$ cat src/rtl/core/lpfr_pkg.sv
// Package with the shared types and constants of the length-prefixed frame receiver.
`timescale 1ns / 1ps
`default_nettype none

package lpfr_pkg;

    localparam int BYTE_W     = 8;
    localparam int LENGTH_W   = 16;
    localparam int HDR_IDX_W  = 2;
    localparam int CFG_IDX_W  = 2;
    localparam int CFG_DATA_W = 16;

    // Header byte positions; the marker position doubles as the hunting state.
    localparam logic [HDR_IDX_W-1:0] HDR_MARKER = 2'd0;
    localparam logic [HDR_IDX_W-1:0] HDR_SPARE  = 2'd1;
    localparam logic [HDR_IDX_W-1:0] HDR_LEN_LO = 2'd2;
    localparam logic [HDR_IDX_W-1:0] HDR_LEN_HI = 2'd3;

    // Configuration register indexes.
    localparam logic [CFG_IDX_W-1:0] CFG_START_MARKER    = 2'd0;
    localparam logic [CFG_IDX_W-1:0] CFG_MAX_BODY_LENGTH = 2'd1;

    localparam logic [BYTE_W-1:0]   START_MARKER_RESET    = 8'h00;
    localparam logic [LENGTH_W-1:0] MAX_BODY_LENGTH_RESET = 16'hFFFF;

    typedef struct packed {
        logic              valid;
        logic [BYTE_W-1:0] body_byte;
        logic              is_last;
    } lpfr_result_t;

endpackage

`default_nettype wire

$ cat src/rtl/core/length_prefixed_frame_receiver.sv
// Top level of the length-prefixed frame receiver.
//
//  Channel  Direction  Handshake                      Payload
//  s_axis   in         s_axis_tvalid / s_axis_tready  tdata[7:0] data_byte
//  m_axis   out        m_axis_tvalid / m_axis_tready  tdata[7:0] body_byte, tlast is_last
//  cfg      in         cfg_valid / cfg_ready          cfg_index, cfg_data[15:0]
//
// One item is taken per cycle unless a body byte waits in the input register;
// each body byte goes from the input register through the header and body
// logic into the result register, which drives m_axis. Header bytes give no result and
// never wait for the output. A body byte waits in the input register only while
// the result register is full and not being taken. Reset clears all control
// state and sets the marker to zero and the maximum body length to 65535.
`timescale 1ns / 1ps
`default_nettype none

module length_prefixed_frame_receiver
    import lpfr_pkg::*;
(
    input  wire logic                  clk,
    input  wire logic                  rst_n,
    input  wire logic                  s_axis_tvalid,
    output logic                       s_axis_tready,
    input  wire logic [BYTE_W-1:0]     s_axis_tdata,   // [7:0] data_byte
    output logic                       m_axis_tvalid,
    input  wire logic                  m_axis_tready,
    output logic [BYTE_W-1:0]          m_axis_tdata,   // [7:0] body_byte
    output logic                       m_axis_tlast,
    input  wire logic                  cfg_valid,
    output logic                       cfg_ready,
    input  wire logic [CFG_IDX_W-1:0]  cfg_index,
    input  wire logic [CFG_DATA_W-1:0] cfg_data
);

    logic                in_valid_reg, in_valid_next;
    logic [BYTE_W-1:0]   in_data_reg;
    logic [BYTE_W-1:0]   start_marker_reg;
    logic [LENGTH_W-1:0] max_body_length_reg;
    lpfr_result_t        result;
    logic                out_free;
    logic                advance;
    logic                in_take;

    assign cfg_ready = 1'b1;

    always_ff @(posedge clk or negedge rst_n)
    begin
        if (!rst_n)
        begin
            start_marker_reg    <= START_MARKER_RESET;
            max_body_length_reg <= MAX_BODY_LENGTH_RESET;
        end
        else if (cfg_valid)
        begin
            case (cfg_index)
                CFG_START_MARKER:    start_marker_reg    <= cfg_data[BYTE_W-1:0];
                CFG_MAX_BODY_LENGTH: max_body_length_reg <= cfg_data[LENGTH_W-1:0];
                default:             ;
            endcase
        end
    end

    assign advance       = in_valid_reg && (!result.valid || out_free);
    assign s_axis_tready = !in_valid_reg || advance;
    assign in_take       = s_axis_tvalid && s_axis_tready;

    always_comb
    begin
        in_valid_next = in_valid_reg;
        if (in_take)
        begin
            in_valid_next = 1'b1;
        end
        else if (advance)
        begin
            in_valid_next = 1'b0;
        end
    end

    always_ff @(posedge clk or negedge rst_n)
    begin
        if (!rst_n)
        begin
            in_valid_reg <= 1'b0;
        end
        else
        begin
            in_valid_reg <= in_valid_next;
        end
    end

    always_ff @(posedge clk)
    begin
        if (in_take)
        begin
            in_data_reg <= s_axis_tdata;
        end
    end

    lpfr_parser u_parser (
        .clk             (clk),
        .rst_n           (rst_n),
        .step            (advance),
        .data_byte       (in_data_reg),
        .start_marker    (start_marker_reg),
        .max_body_length (max_body_length_reg),
        .result          (result)
    );

    lpfr_out_stage u_out_stage (
        .clk           (clk),
        .rst_n         (rst_n),
        .load          (advance && result.valid),
        .result        (result),
        .free          (out_free),
        .m_axis_tvalid (m_axis_tvalid),
        .m_axis_tready (m_axis_tready),
        .m_axis_tdata  (m_axis_tdata),
        .m_axis_tlast  (m_axis_tlast)
    );

endmodule

`default_nettype wire

$ cat src/rtl/core/lpfr_parser.sv
// Header and body tracking state of the length-prefixed frame receiver.
`timescale 1ns / 1ps
`default_nettype none

module lpfr_parser
    import lpfr_pkg::*;
(
    input  wire logic                clk,
    input  wire logic                rst_n,
    input  wire logic                step,
    input  wire logic [BYTE_W-1:0]   data_byte,
    input  wire logic [BYTE_W-1:0]   start_marker,
    input  wire logic [LENGTH_W-1:0] max_body_length,
    output lpfr_result_t             result
);

    logic [HDR_IDX_W-1:0] header_index_reg, header_index_next;
    logic                 in_body_reg, in_body_next;
    logic [BYTE_W-1:0]    length_low_reg, length_low_next;
    logic [LENGTH_W-1:0]  body_length_reg, body_length_next;
    logic [LENGTH_W-1:0]  body_count_reg, body_count_next;
    logic [LENGTH_W-1:0]  count_inc;
    logic [LENGTH_W-1:0]  header_length;
    logic                 last_byte;

    assign count_inc     = body_count_reg + LENGTH_W'(1);
    assign last_byte     = (count_inc == body_length_reg);
    assign header_length = {data_byte, length_low_reg};

    assign result.valid     = in_body_reg;
    assign result.body_byte = data_byte;
    assign result.is_last   = last_byte;

    always_comb
    begin
        header_index_next = header_index_reg;
        in_body_next      = in_body_reg;
        length_low_next   = length_low_reg;
        body_length_next  = body_length_reg;
        body_count_next   = body_count_reg;
        if (step)
        begin
            if (in_body_reg)
            begin
                if (last_byte)
                begin
                    in_body_next      = 1'b0;
                    body_count_next   = '0;
                    header_index_next = HDR_MARKER;
                end
                else
                begin
                    body_count_next = count_inc;
                end
            end
            else
            begin
                case (header_index_reg)
                    HDR_MARKER:
                    begin
                        if (data_byte == start_marker)
                        begin
                            header_index_next = HDR_SPARE;
                        end
                    end
                    HDR_SPARE:
                    begin
                        header_index_next = HDR_LEN_LO;
                    end
                    HDR_LEN_LO:
                    begin
                        length_low_next   = data_byte;
                        header_index_next = HDR_LEN_HI;
                    end
                    default:
                    begin
                        header_index_next = HDR_MARKER;
                        if ((header_length != '0) && (header_length <= max_body_length))
                        begin
                            body_length_next = header_length;
                            body_count_next  = '0;
                            in_body_next     = 1'b1;
                        end
                    end
                endcase
            end
        end
    end

    always_ff @(posedge clk or negedge rst_n)
    begin
        if (!rst_n)
        begin
            header_index_reg <= HDR_MARKER;
            in_body_reg      <= 1'b0;
            length_low_reg   <= '0;
            body_length_reg  <= '0;
            body_count_reg   <= '0;
        end
        else
        begin
            header_index_reg <= header_index_next;
            in_body_reg      <= in_body_next;
            length_low_reg   <= length_low_next;
            body_length_reg  <= body_length_next;
            body_count_reg   <= body_count_next;
        end
    end

endmodule

`default_nettype wire

$ cat src/rtl/core/lpfr_out_stage.sv
// Result register of the length-prefixed frame receiver.
`timescale 1ns / 1ps
`default_nettype none

module lpfr_out_stage
    import lpfr_pkg::*;
(
    input  wire logic              clk,
    input  wire logic              rst_n,
    input  wire logic              load,
    input  wire lpfr_result_t      result,
    output logic                   free,
    output logic                   m_axis_tvalid,
    input  wire logic              m_axis_tready,
    output logic [BYTE_W-1:0]      m_axis_tdata,
    output logic                   m_axis_tlast
);

    logic              valid_reg, valid_next;
    logic [BYTE_W-1:0] data_reg;
    logic              last_reg;

    assign free = !valid_reg || m_axis_tready;

    always_comb
    begin
        valid_next = valid_reg;
        if (load)
        begin
            valid_next = 1'b1;
        end
        else if (m_axis_tready)
        begin
            valid_next = 1'b0;
        end
    end

    always_ff @(posedge clk or negedge rst_n)
    begin
        if (!rst_n)
        begin
            valid_reg <= 1'b0;
        end
        else
        begin
            valid_reg <= valid_next;
        end
    end

    always_ff @(posedge clk)
    begin
        if (load)
        begin
            data_reg <= result.body_byte;
            last_reg <= result.is_last;
        end
    end

    assign m_axis_tvalid = valid_reg;
    assign m_axis_tdata  = data_reg;
    assign m_axis_tlast  = last_reg;

endmodule

`default_nettype wire
$ cat config.mk
export PLATFORM = sky130hd
export DESIGN_NAME = length_prefixed_frame_receiver
export DESIGN_NICKNAME = d
export VERILOG_FILES = /design/src/rtl/core/lpfr_pkg.sv /design/src/rtl/core/length_prefixed_frame_receiver.sv /design/src/rtl/core/lpfr_parser.sv /design/src/rtl/core/lpfr_out_stage.sv
export SDC_FILE = /design/constraint.sdc
export NUM_CORES = 1
export LEC_CHECK = 0
export ABC_AREA = 0
export BUFFER_PORTS_ARGS = -buffer_cell sky130_fd_sc_hd__buf_2
export CORE_ASPECT_RATIO = 2
export CORE_MARGIN = 2
export CORE_UTILIZATION = 30
export DETAILED_ROUTE_END_ITERATION = 16
export SYNTH_ARGS = -nofsm -noshare
export SYNTH_HDL_FRONTEND = slang
export SYNTH_SLANG_ARGS = --single-unit
$ cat constraint.sdc
create_clock -name clk -period 7.05 [get_ports clk]
set_input_delay 1.41 -clock clk [delete_from_list [all_inputs] [get_ports clk]]
set_output_delay 1.41 -clock clk [all_outputs]
set_load 0.02 [all_outputs]
# [Yosys cells after proc, flatten, opt, wreduce, memory -nomap -nowiden]
# Cells that the tools add are included.
[word_totals] reg_bits=86 in_bits=31 output_inout_bits=12 word_cells=63
[op_classes] addsub=1 magnitude_cmp=1 n_eq_ne=8 mux=16 bitwise_logic=2 reduce_logical=23
[op_table] cell="$mux 16" count=4
[op_table] cell="$add 16x1->16 const B" count=1
[op_table] cell="$eq 16x16->1" count=1
[op_table] cell="$le 16x16->1" count=1
[op_table] cell="$reduce_bool 16->1" count=1
[op_table] cell="$reduce_and 3->1" count=3
[op_table] cell="$eq 8x8->1" count=1
[op_table] cell="$mux 1" count=8
[op_table] cell="$mux 2" count=3
[op_table] cell="$pmux 2 s3" count=1
[op_table] cell="$reduce_bool 2->1" count=3
[op_table] cell="$eq 2x1->1 const B" count=2
[op_table] cell="$logic_and 1x1->1" count=4
[op_table] cell="$logic_not 2->1" count=2
[op_table] cell="$reduce_and 2->1" count=2
[op_table] cell="$reduce_and 4->1" count=1
[op_table] cell="$logic_not 1->1" count=3
[op_table] cell="$logic_or 1x1->1" count=3
[op_table] cell="$ne 3x1->1 const B" count=1
[op_table] cell="$reduce_or 3->1" count=1
[op_table] cell="$eq 2x2->1 const B" count=1
[op_table] cell="$ne 2x1->1 const B" count=1
[op_table] cell="$ne 2x2->1 const B" count=1
[op_table] cell="$not 1->1" count=2

# [Depth between registers and ports, before layout]
# Gate-level depths: netlist of run 1.
[depth] ltp_word=7 ltp_mapped=11 mapped_depth_nobuf=9

# [Cells and area by module]
# From an unflattened synthesis of run 1, not the netlist that was laid out.
[hier_totals] cells_unflattened=405 hier_area_um2=4752.1
[by_module_without_submodules] module="lpfr_parser" instances=1 cells_per_inst=325 area_each_um2=3179.3 seq_area_each_um2=1076.0
[by_module_without_submodules] module="length_prefixed_frame_receiver" instances=1 cells_per_inst=68 area_each_um2=1255.0 seq_area_each_um2=885.8
[by_module_without_submodules] module="lpfr_out_stage" instances=1 cells_per_inst=12 area_each_um2=317.8 seq_area_each_um2=295.3

# [Least setup slack after synthesis of run 1]
# Ideal clock, no wire load.
[synth_path] kind="input -> register" startpoint="input m_axis_tready" endpoint="register u_parser.body_length_reg[10]" setup_ns=0.125 arrival_ns=3.374 t_required_ns=6.925 path_slack_ns=3.551 path_stages=7 path_buffers=1 cell_sequence="nor2b_1 nor3_1 a21oi_1 a221o_1 nor2_4 buf_4 mux2_2"
[synth_via] elab_chain_len=4
[synth_rtl] item="from (decl)" line="length_prefixed_frame_receiver.sv:26" rtl="input wire logic m_axis_tready,"
[synth_rtl] item="$logic_or 1x1->1" line="lpfr_out_stage.sv:23" rtl="assign free = !valid_reg || m_axis_tready;"
[synth_rtl] item="$logic_or 1x1->1" line="length_prefixed_frame_receiver.sv:63" rtl="assign advance = in_valid_reg && (!result.valid || out_free);"
[synth_rtl] item="$logic_and 1x1->1" line="length_prefixed_frame_receiver.sv:63"
[synth_rtl] item="$reduce_and 4->1 (no line)"
[synth_rtl] item="to (signal assigned)" line="lpfr_parser.sv:105" rtl="body_length_reg <= body_length_next;"
[synth_rtl] item="to (decl)" line="lpfr_parser.sv:20" rtl="logic [LENGTH_W-1:0] body_length_reg, body_length_next;"
# No other way between the ends.
# A chain may end at the register's enable or synchronous reset.

# [Final worst setup path of run 1]
[layout_path] startpoint="input m_axis_tready" endpoint="output s_axis_tready"
[layout_via] elab_chain_len=4
[layout_rtl] item="$logic_or 1x1->1" line="lpfr_out_stage.sv:23"
[layout_rtl] item="$logic_or 1x1->1" line="length_prefixed_frame_receiver.sv:63"
[layout_rtl] item="$logic_and 1x1->1" line="length_prefixed_frame_receiver.sv:63"
[layout_rtl] item="$logic_or 1x1->1" line="length_prefixed_frame_receiver.sv:64" rtl="assign s_axis_tready = !in_valid_reg || advance;"
[layout_rtl] item="to (decl)" line="length_prefixed_frame_receiver.sv:23" rtl="output logic s_axis_tready,"
# No other way between the ends.

==> summary.txt, run 1 <==
Critical path
  – Critical Path End Type: primary output
  – Internal reg-to-reg setup slack: 3.68 ns
  – R2R Path Start: max_body_length_reg[1]$_DFFE_PN1P_
  – Worst path cell trace: buf_2, nor2b_1, nand3_1, buf_2
  – CP Data Arrival Time: 2.04 ns
  – Cell mode on critical path: buf_2
  – Worst path top cell family by delay: simple AND/OR/NAND/NOR gates
  – R2r endpoint: u_parser.body_length_reg[9]$_DFFE_PN0P_
  – R2R depth: 10
  – Slowest cell on the critical path: nor2b_1
  – CP required: 5.64 ns
  – CP Max Fanout: 3
  – Critical path buffers and inverters: 2
  – Crit Path Category: input port to primary output
  – Critical Path Stages: 4
  – Startpoint Class: input port
  – CP max stage delay: 0.19 ns

Routing
  – Post-DRT Antenna Nets: 0
  – Iteration-0 DRC Markers: 202
  – # DRC: 0
  – WL/cell: 16.9 um
  – Via count: 3322
  – Final wirelength: 11100 um
  – Number of vias per cell: 5.09
  – Initial DRT Pass Iterations: 6

Power and ir drop
  – Sw frac: 0.342
  – Comb pwr share: 0.300
  – Sequential Power Share: 0.428
  – Clock Power Share: 0.272
  – Worst IR drop on VDD: 0.205 mV
  – Internal: 1150 uW
  – P_sw: 598 uW
  – Lkg Pwr: 0.00222 uW
  – PwrDens: 326 nW/um2

Run
  – MaxCap Viol Count: 0

Logic synthesis
  – Synth Instances: 411
  – Top cells by area in the synthesized netlist: dfrtp_1, mux2_2, edfxtp_1
  – Synth async-reset ratio: 0.802
  – Yosys cell types: 60
  – Synth warn: 0
  – Seq/Total Area, Yosys: 0.482
  – Post-synth net total: 462
  – Main flop type after synthesis: dfrtp_1
  – Syn avg cell area: 11.4 um2
  – Seq cells post-synth: 86
  – Synth area leader: dfrtp_1
  – Number of flops mapped to enable cells by yosys: 17
  – Synth top area share: 0.283
  – Post-Synthesis Cell Area: 4680 um2

Layout
  – Layout cells sized above 1: 0.312
  – Commonest cells after routing, fill and taps aside: dfrtp_1, mux2_2, buf_2
  – Utilization after layout: 0.350
  – Filler Cell Count: 1492
  – # diodes: 0
  – Area Growth Syn to Fin: 14.4%
  – Most common cell after layout, fill and taps aside: dfrtp_1
  – Layout net count: 501

Worst hold path
  – Hold path endpoint: u_parser.body_length_reg[11]$_DFFE_PN0P_
  – Worst Hold Class: flop to flop
  – Hold path depth: 1
  – Hold path start: u_parser.body_length_reg[11]$_DFFE_PN0P_

STA
  – Final count of negative-setup-slack endpoints: 0
  – Slew margin rel.: 0.216
  – Clock skew: 0.00890 ns
  – Post-route worst setup slack: 3.60 ns
  – Worst slew pin tran: 1.17 ns
  – Pins over their slew limit: 0
  – Setup_tns: 0 ns
  – Final Cycle Share: 0.489
  – RSZ-0062 raised after global routing: false
  – Period minus WS final: 3.45 ns
  – Achievable Freq: 0.290 GHz
  – Hold Fails Final Rpt: 0

Placed design
  – Place WS: 3.60 ns
  – IO Port Bufs: 41
  – HPWL after DPL: 8600 um
  – Placer Congestion: 0.794

CTS
  – # resized after CTS: 0
  – Hold_buf cts: 0
  – Clk sink count: 86
  – Setup Buffers After CTS: 0
  – Reg clk slew, reported paths: 0.06 ns
  – CTS Buffer Depth: 2
  – CTS tree: done
  – Clk root buf: clkbuf_16
  – H-tree depth: 3
  – Skew-Pair Late Insertion Delay: 0.34 ns
  – CTS Buf Count: 9

Floorplan
  – DIE AREA: 16700 um2
  – Site Rows: 64
  – Core area: 15300 um2
  – Number of top-level pins: 43
  – Die height: 181 um
  – Initial Utilization: 0.306
  – Die Wd: 92.3 um

Global routing
  – Largest net degree at the start of global routing: 70
  – First-pass GRT wire length: 18000 um
  – Grt ovf: 0
  – Vias in the first global route: 3575
  – Global Route Usage Sum: 0.138
  – Initial antenna violation count: 0

Status
  – Outcome: finished clean
## kinds of logic (layout without fill, tap and decap cells)
kind of cell               Yosys count  count (layout)  synth area share
DFF                                 86              86             0.482
other                                1               1          0.000801
and+or+nand+nor                    107             107             0.136
buffers and inverters               52              96            0.0511
adders and majority gates           20              20            0.0535
xor gates and xnor gates            27              27            0.0505
AOI/OAI and AO/OA                   68              68             0.106
muxes                               50              50             0.120
## power by group through the flow
stage,Clock (uW),Sequential (uW),Combinational [uW]
finish,475,747,524
global route,506,766,579
CTS,488,749,528
detailed placement,0,758,525
global placement,0,751,505
floorplan,0,722,411
## worst max-delay path by stage
stage / endpoint / from / slack [ns]
floorplan: u_parser.body_length_reg[10]$_DFFE_PN0P_ / m_axis_tready / 3.55
detailed placement: u_parser.body_length_reg[15]$_DFFE_PN0P_ / m_axis_tready / 3.60
finish: s_axis_tready / m_axis_tready / 3.60
global route: u_parser.body_count_reg[4]$_DFFE_PN0P_ / u_parser.body_count_reg[2]$_DFFE_PN0P_ / 3.46
global placement: s_axis_tready / m_axis_tready / 3.61
CTS: s_axis_tready / m_axis_tready / 3.60
## Yosys cell counts (all sizes together) (2+ instances only)
cell type and instances:
a22oi 2, o21ai 13, and4 3, ha 20
xor2 6, o22ai 14, dfstp 16, and3 2
o211ai 2, nor2b 5, and2 2, mux2i 2
a211oi 3, inv 36, a21oi 23, buf 15
dfrtp 53, or4 2, nor3 5, nor3b 2
nor2 10, edfxtp 17, nor4 10, a21o 2
nand2b 4, nand2 21, nand4 13, or3 3
xnor2 21, o21a 2, mux2 48, nand3 22
## stage by stage
step                      area (um2)  hold WS (ns)  power, uW  instances
after CTS                       5350         0.523       1770        653
after global routing            5350         0.547       1850        653
after detailed placement        5050         0.509       1280        637
final                           5350         0.519       1750        653
after global placement          5050         0.491       1260        637
after floorplan                 4680         0.478       1130        411
## metal layers
metal,vias up,part of all wire,wire [um],track usage
li1,1564,-,-,-
met4,0,0.058,637,0.0896
met3,35,0.022,241,0.0188
met1,1641,0.34,3790,0.126
met2,82,0.58,6400,0.271
met5,-,0,0,0
## layout make-up
type	count	area, um2	area share
inverters	36	135	0.0252
flip-flops and latches	86	2260	0.422
repair buffers	44	228	0.0425
clock buffers	10	229	0.0428
well taps	198	248	0.0463
multi-input cells	273	2180	0.408
clock inverters	6	71.3	0.0133
Note: power is estimated with default switching activity, not from simulation.
==> run 2, diff against run 1 <==
==> constraint.sdc (replaced) <==
create_clock -name clk -period 3.6 [get_ports clk]
set_input_delay 0.72 -clock clk [delete_from_list [all_inputs] [get_ports clk]]
set_output_delay 0.72 -clock clk [all_outputs]
set_load 0.02 [all_outputs]
==> summary.txt, run 2 (synthesis gave the netlist of run 1 again) <==
Routing
  – # DRC: 0
  – Post-DRT Antenna Nets: 0
  – Final wirelength: 11600 um
  – Number of vias per cell: 5.10
  – Via count: 3399
  – WL/cell: 17.4 um
  – Initial DRT Pass Iterations: 5
  – Iteration-0 DRC Markers: 143

STA
  – Slew margin rel.: 0.422
  – Achievable Freq: 0.315 GHz
  – Period minus WS final: 3.17 ns
  – Worst slew pin tran: 0.867 ns
  – Pins over their slew limit: 0
  – Final Cycle Share: 0.881
  – Final count of negative-setup-slack endpoints: 0
  – Clock skew: 0.00661 ns
  – RSZ-0062 raised after global routing: false
  – Hold Fails Final Rpt: 0
  – Setup_tns: 0 ns

Critical path
  – Crit Path Category: flop to flop
  – Startpoint Class: flop
  – Critical Path Start: in_data_reg[0]$_DFFE_PP_
  – CP max stage delay: 0.52 ns
  – R2R Path Start: in_data_reg[0]$_DFFE_PP_
  – CP Max Fanout: 16
  – CP required: 3.82 ns
  – CP Data Arrival Time: 3.39 ns
  – Critical Path End Type: flop
  – Worst path cell trace: ha_1, a211oi_2, o21ai_1, nor3b_1, or4_1, a221o_1, nor2_4, mux2_2
  – Slowest cell on the critical path: or4_1

Floorplan
  – Number of top-level pins: 43
  – Die Wd: 92.3 um
  – Initial Utilization: 0.306
  – DIE AREA: 16700 um2
  – Site Rows: 64
  – Core area: 15300 um2
  – Die height: 181 um

CTS
  – CTS tree: done
  – CTS Buffer Depth: 2
  – Clk sink count: 86
  – H-tree depth: 3
  – Clk root buf: clkbuf_16
  – Skew-Pair Late Insertion Delay: 0.34 ns
  – Reg clk slew, reported paths: 0.06 ns
  – Hold_buf cts: 0
  – CTS Buf Count: 9
  – # resized after CTS: 0
  – Setup Buffers After CTS: 0

Placed design
  – IO Port Bufs: 41
  – Placer Congestion: 0.912
  – Cells after DPL: 650
  – HPWL after DPL: 9400 um

Layout
  – Most common cell after layout, fill and taps aside: dfrtp_1
  – Layout cells sized above 1: 0.333
  – Layout net count: 514
  – Utilization after layout: 0.359
  – Commonest cells after routing, fill and taps aside: dfrtp_1, mux2_2, buf_2
  – Area Growth Syn to Fin: 17.2%
  – Non-Filler Instances: 666
  – # diodes: 0

Worst hold path
  – Worst Hold Class: input port to asynchronous set/reset pin

Global routing
  – Global Route Usage Sum: 0.149
  – Initial antenna violation count: 0
  – First-pass GRT wire length: 19100 um
  – Vias in the first global route: 3712
  – Largest net degree at the start of global routing: 39
  – Grt ovf: 0

Power and ir drop
  – Lkg Pwr: 0.00231 uW
  – PwrDens: 648 nW/um2
  – Pwr Total: 3560 uW
  – Worst IR drop on VDD: 0.275 mV

Status
  – Outcome: finished clean

Run
  – MaxCap Viol Count: 0
[run 2: cell count changes in the layout (fill, tap and decap cells not counted)]
cell / change
clkinv_2: +3
clkbuf_1: -1
bufinv_16: +2
inv_6: -1
clkinvlp_4: -1
buf_4: +13
clkinv_4: -2
[run 2: power by group]
group | switching, uW | total (uW) | internal [uW]
combinational | 583 | 1060 | 481
clock | 375 | 1050 | 674
sequential | 199 | 1440 | 1240
[run 2: layout make-up]
class | instances | area (um2)
Clock buffer | 9 | 225
Clock inverter | 7 | 113
Fill cell | 1492 | 9810
Inverter | 36 | 135
Multi-Input combinational cell | 273 | 2180
Sequential cell | 86 | 2260
Tap cell | 198 | 248
Timing Repair Buffer | 57 | 325
[run 2: worst paths after layout]
check / cells after the start / slack, ns / to
worst max-delay path: 8 / 0.43 / u_parser.body_length_reg[6]$_DFFE_PN0P_
worst min-delay path: 1 / 0.50 / start_marker_reg[0]$_DFFE_PN0P_
worst max register to register: 8 / 0.43 / u_parser.body_length_reg[6]$_DFFE_PN0P_
worst min register to register: 1 / 0.51 / u_parser.body_length_reg[11]$_DFFE_PN0P_
max in group asynchronous: 2 / 2.27 / max_body_length_reg[15]$_DFFE_PN1P_
min in group clk: 1 / 0.51 / u_parser.body_length_reg[11]$_DFFE_PN0P_
[run 2: stage by stage]
step	setup slack [ns]	hold slack, ns	instance area [um2]
after global routing	0.266	0.539	5490
after global placement	0.490	0.493	5150
final	0.428	0.498	5490
after floorplan	0.667	0.424	4680
after CTS	0.402	0.510	5490
after detailed placement	0.422	0.506	5150
[run 2: metal layers]
metal  vias up  track usage  wire (um)
li1       1584            -          -
met1      1692        0.138       3790
met2        86        0.284       6850
met3        37       0.0234        326
met4         0        0.104        598
met5         -            0          0
[run 2: worst max-delay path, delay by kind of cell, from the launching register on]
family | cells | cell delay, ns
AND/OR/NAND/NOR | 3 | 1.03
AO/OA/AOI/OAI | 3 | 0.74
flip-flops | 1 | 0.51
multiplexers | 1 | 0.39
adder cells (fa/ha/maj) | 1 | 0.38
==> run 3, diff against run 2 <==
==> constraint.sdc (replaced) <==
create_clock -name clk -period 2.9 [get_ports clk]
set_input_delay 0.58 -clock clk [delete_from_list [all_inputs] [get_ports clk]]
set_output_delay 0.58 -clock clk [all_outputs]
set_load 0.02 [all_outputs]
==> summary.txt, run 3 (synthesis gave the netlist of run 1 again) <==
Power and ir drop
  – P_sw: 1580 uW
  – Sw frac: 0.346
  – Clock Power Share: 0.235
  – PwrDens: 771 nW/um2
  – Worst IR drop on VDD: 0.430 mV
  – Lkg Pwr: 0.00250 uW
  – Sequential Power Share: 0.389
  – Internal: 2990 uW
  – Comb pwr share: 0.376

CTS
  – CTS Buf Count: 9
  – Hold_buf cts: 0
  – CTS Buffer Depth: 2
  – Skew-Pair Late Insertion Delay: 0.34 ns
  – Clk root buf: clkbuf_16
  – CTS tree: done
  – Reg clk slew, reported paths: 0.06 ns
  – Clk sink count: 86
  – H-tree depth: 3

Layout
  – Non-Filler Instances: 698
  – Area occupied by multi-input gates: 2390 um2
  – Storage cell area: 2260 um2
  – Filler Cell Count: 1459
  – Layout net count: 546
  – Design area: 5930 um2
  – Utilization after layout: 0.388
  – # diodes: 0
  – Most common cell after layout, fill and taps aside: dfrtp_1
  – Layout cells sized above 1: 0.418
  – Commonest cells after routing, fill and taps aside: dfrtp_1, buf_2, buf_4
  – Area Growth Syn to Fin: 26.7%

Critical path
  – Critical path buffers and inverters: 3
  – Cell mode on critical path: buf_6
  – CP Max Fanout: 6
  – Critical Path Stages: 11
  – CP required: 3.12 ns
  – R2r endpoint: u_parser.body_length_reg[1]$_DFFE_PN0P_
  – Worst path cell trace: inv_2, ha_4, a211oi_2, o21ai_1, nor3b_1, or4_1, a221o_1, buf_6, nor2_4, buf_6, mux2_4
  – Worst path top cell family by delay: simple AND/OR/NAND/NOR gates
  – CP max stage delay: 0.53 ns
  – Critical Path End Type: flop
  – Crit Path Category: flop to flop
  – Internal reg-to-reg setup slack: -0.03 ns
  – Slowest cell on the critical path: dfstp_2
  – CP Data Arrival Time: 3.15 ns
  – Startpoint Class: flop
  – R2R Path Start: max_body_length_reg[8]$_DFFE_PN1P_
  – R2R depth: 11

Routing
  – Post-DRT Antenna Nets: 0
  – Iteration-0 DRC Markers: 117
  – Number of vias per cell: 5.03
  – Final wirelength: 12400 um
  – Initial DRT Pass Iterations: 4
  – # DRC: 0
  – WL/cell: 17.8 um
  – Via count: 3514

Status
  – Outcome: complete, but fails checks
  – Failing checks: setup timing

Placed design
  – Placer Congestion: 0.899
  – Cells after DPL: 679
  – Placement Cell Area: 5390 um2
  – IO Port Bufs: 41
  – HPWL after DPL: 9590 um

Worst hold path
  – Worst Hold Class: input port to asynchronous set/reset pin

STA
  – Final count of negative-setup-slack endpoints: 12
  – RSZ-0062 raised after global routing: true
  – Post-route worst setup slack: -0.0328 ns
  – Clock skew: 0.00873 ns
  – Hold Fails Final Rpt: 0
  – Slew margin rel.: 0.439
  – Worst slew pin tran: 0.839 ns
  – Final Cycle Share: 1.01
  – Pins over their slew limit: 0
  – Achievable Freq: 0.341 GHz
  – Period minus WS final: 2.93 ns

Floorplan
  – Site Rows: 64
  – Number of top-level pins: 43
  – DIE AREA: 16700 um2
  – Core area: 15300 um2
  – Die height: 181 um
  – Die Wd: 92.3 um
  – Initial Utilization: 0.306

Global routing
  – First-pass GRT wire length: 20100 um
  – Largest net degree at the start of global routing: 44
  – Vias in the first global route: 3857
  – Grt ovf: 0
  – Global Route Usage Sum: 0.157
  – Initial antenna violation count: 0

Run
  – MaxCap Viol Count: 0
[run 3: changes by cell type in the layout (fill, tap and decap cells not counted), moves of 4 or more]
cell and change:
mux2_4 +16, ha_1 -9, ha_4 +8, a21oi_2 +4, buf_6 +4, buf_4 +23, mux2_2 -14, a21oi_1 -4
[run 3: final cells by class]
cell class | instances | share of cell area
clock inverters | 7 | 0.00823
inverters | 36 | 0.0228
repair buffers | 88 | 0.105
flip-flops and latches | 86 | 0.381
multi-input cells | 274 | 0.404
well taps | 198 | 0.0418
clock buffers | 9 | 0.0380
[run 3: worst max path at each step]
stage          slack (ns)                                       end                          startpoint
2_1_floorplan       0.004  u_parser.body_length_reg[10]$_DFFE_PN0P_  max_body_length_reg[8]$_DFFE_PN1P_
3_3_place_gp        -0.15   u_parser.body_length_reg[1]$_DFFE_PN0P_  max_body_length_reg[1]$_DFFE_PN1P_
4_1_cts             -0.10   u_parser.body_length_reg[6]$_DFFE_PN0P_  max_body_length_reg[1]$_DFFE_PN1P_
3_5_place_dp        -0.22   u_parser.body_length_reg[6]$_DFFE_PN0P_  max_body_length_reg[1]$_DFFE_PN1P_
6_report            -0.03   u_parser.body_length_reg[1]$_DFFE_PN0P_  max_body_length_reg[8]$_DFFE_PN1P_
5_1_grt             -0.13   u_parser.body_length_reg[6]$_DFFE_PN0P_  max_body_length_reg[8]$_DFFE_PN1P_
[run 3: timing repair]
item / CTS / global route
endpoints found under the setup margin: 19 / 32
gates resized for setup: 30 / 17
pin swaps: 9 / 10
gates cloned: 2 / 1
buffers inserted: 2 / 0
[run 3: layer usage]
layer / share of wire / global-route usage / vias to the layer above
met5: 0 / 0 / -
met4: 0.056 / 0.0949 / 0
met3: 0.024 / 0.0213 / 45
met2: 0.59 / 0.309 / 82
met1: 0.33 / 0.146 / 1722
li1: - / - / 1665
[run 3: power groups by stage]
| stage | Sequential, uW | Clock [uW] | Combinational (uW) |
|---|---|---|---|
| after floorplan | 1750 | 0 | 1000 |
| after global placement | 1770 | 0 | 1470 |
| after detailed placement | 1790 | 0 | 1520 |
| after CTS | 1770 | 1110 | 1650 |
| after global routing | 1820 | 1150 | 1890 |
| final | 1780 | 1070 | 1720 |
[run 3: per-stage QoR]
step	setup TNS, ns	total power, uW	hold slack, ns	worst slack [ns]
final	-0.230	4580	0.246	-0.0328
after global routing	-1.78	4870	0.297	-0.132
after CTS	-1.36	4530	0.259	-0.102
after detailed placement	-2.89	3310	0.507	-0.216
after global placement	-2.10	3250	0.494	-0.152
after floorplan	0	2760	0.284	0.00404
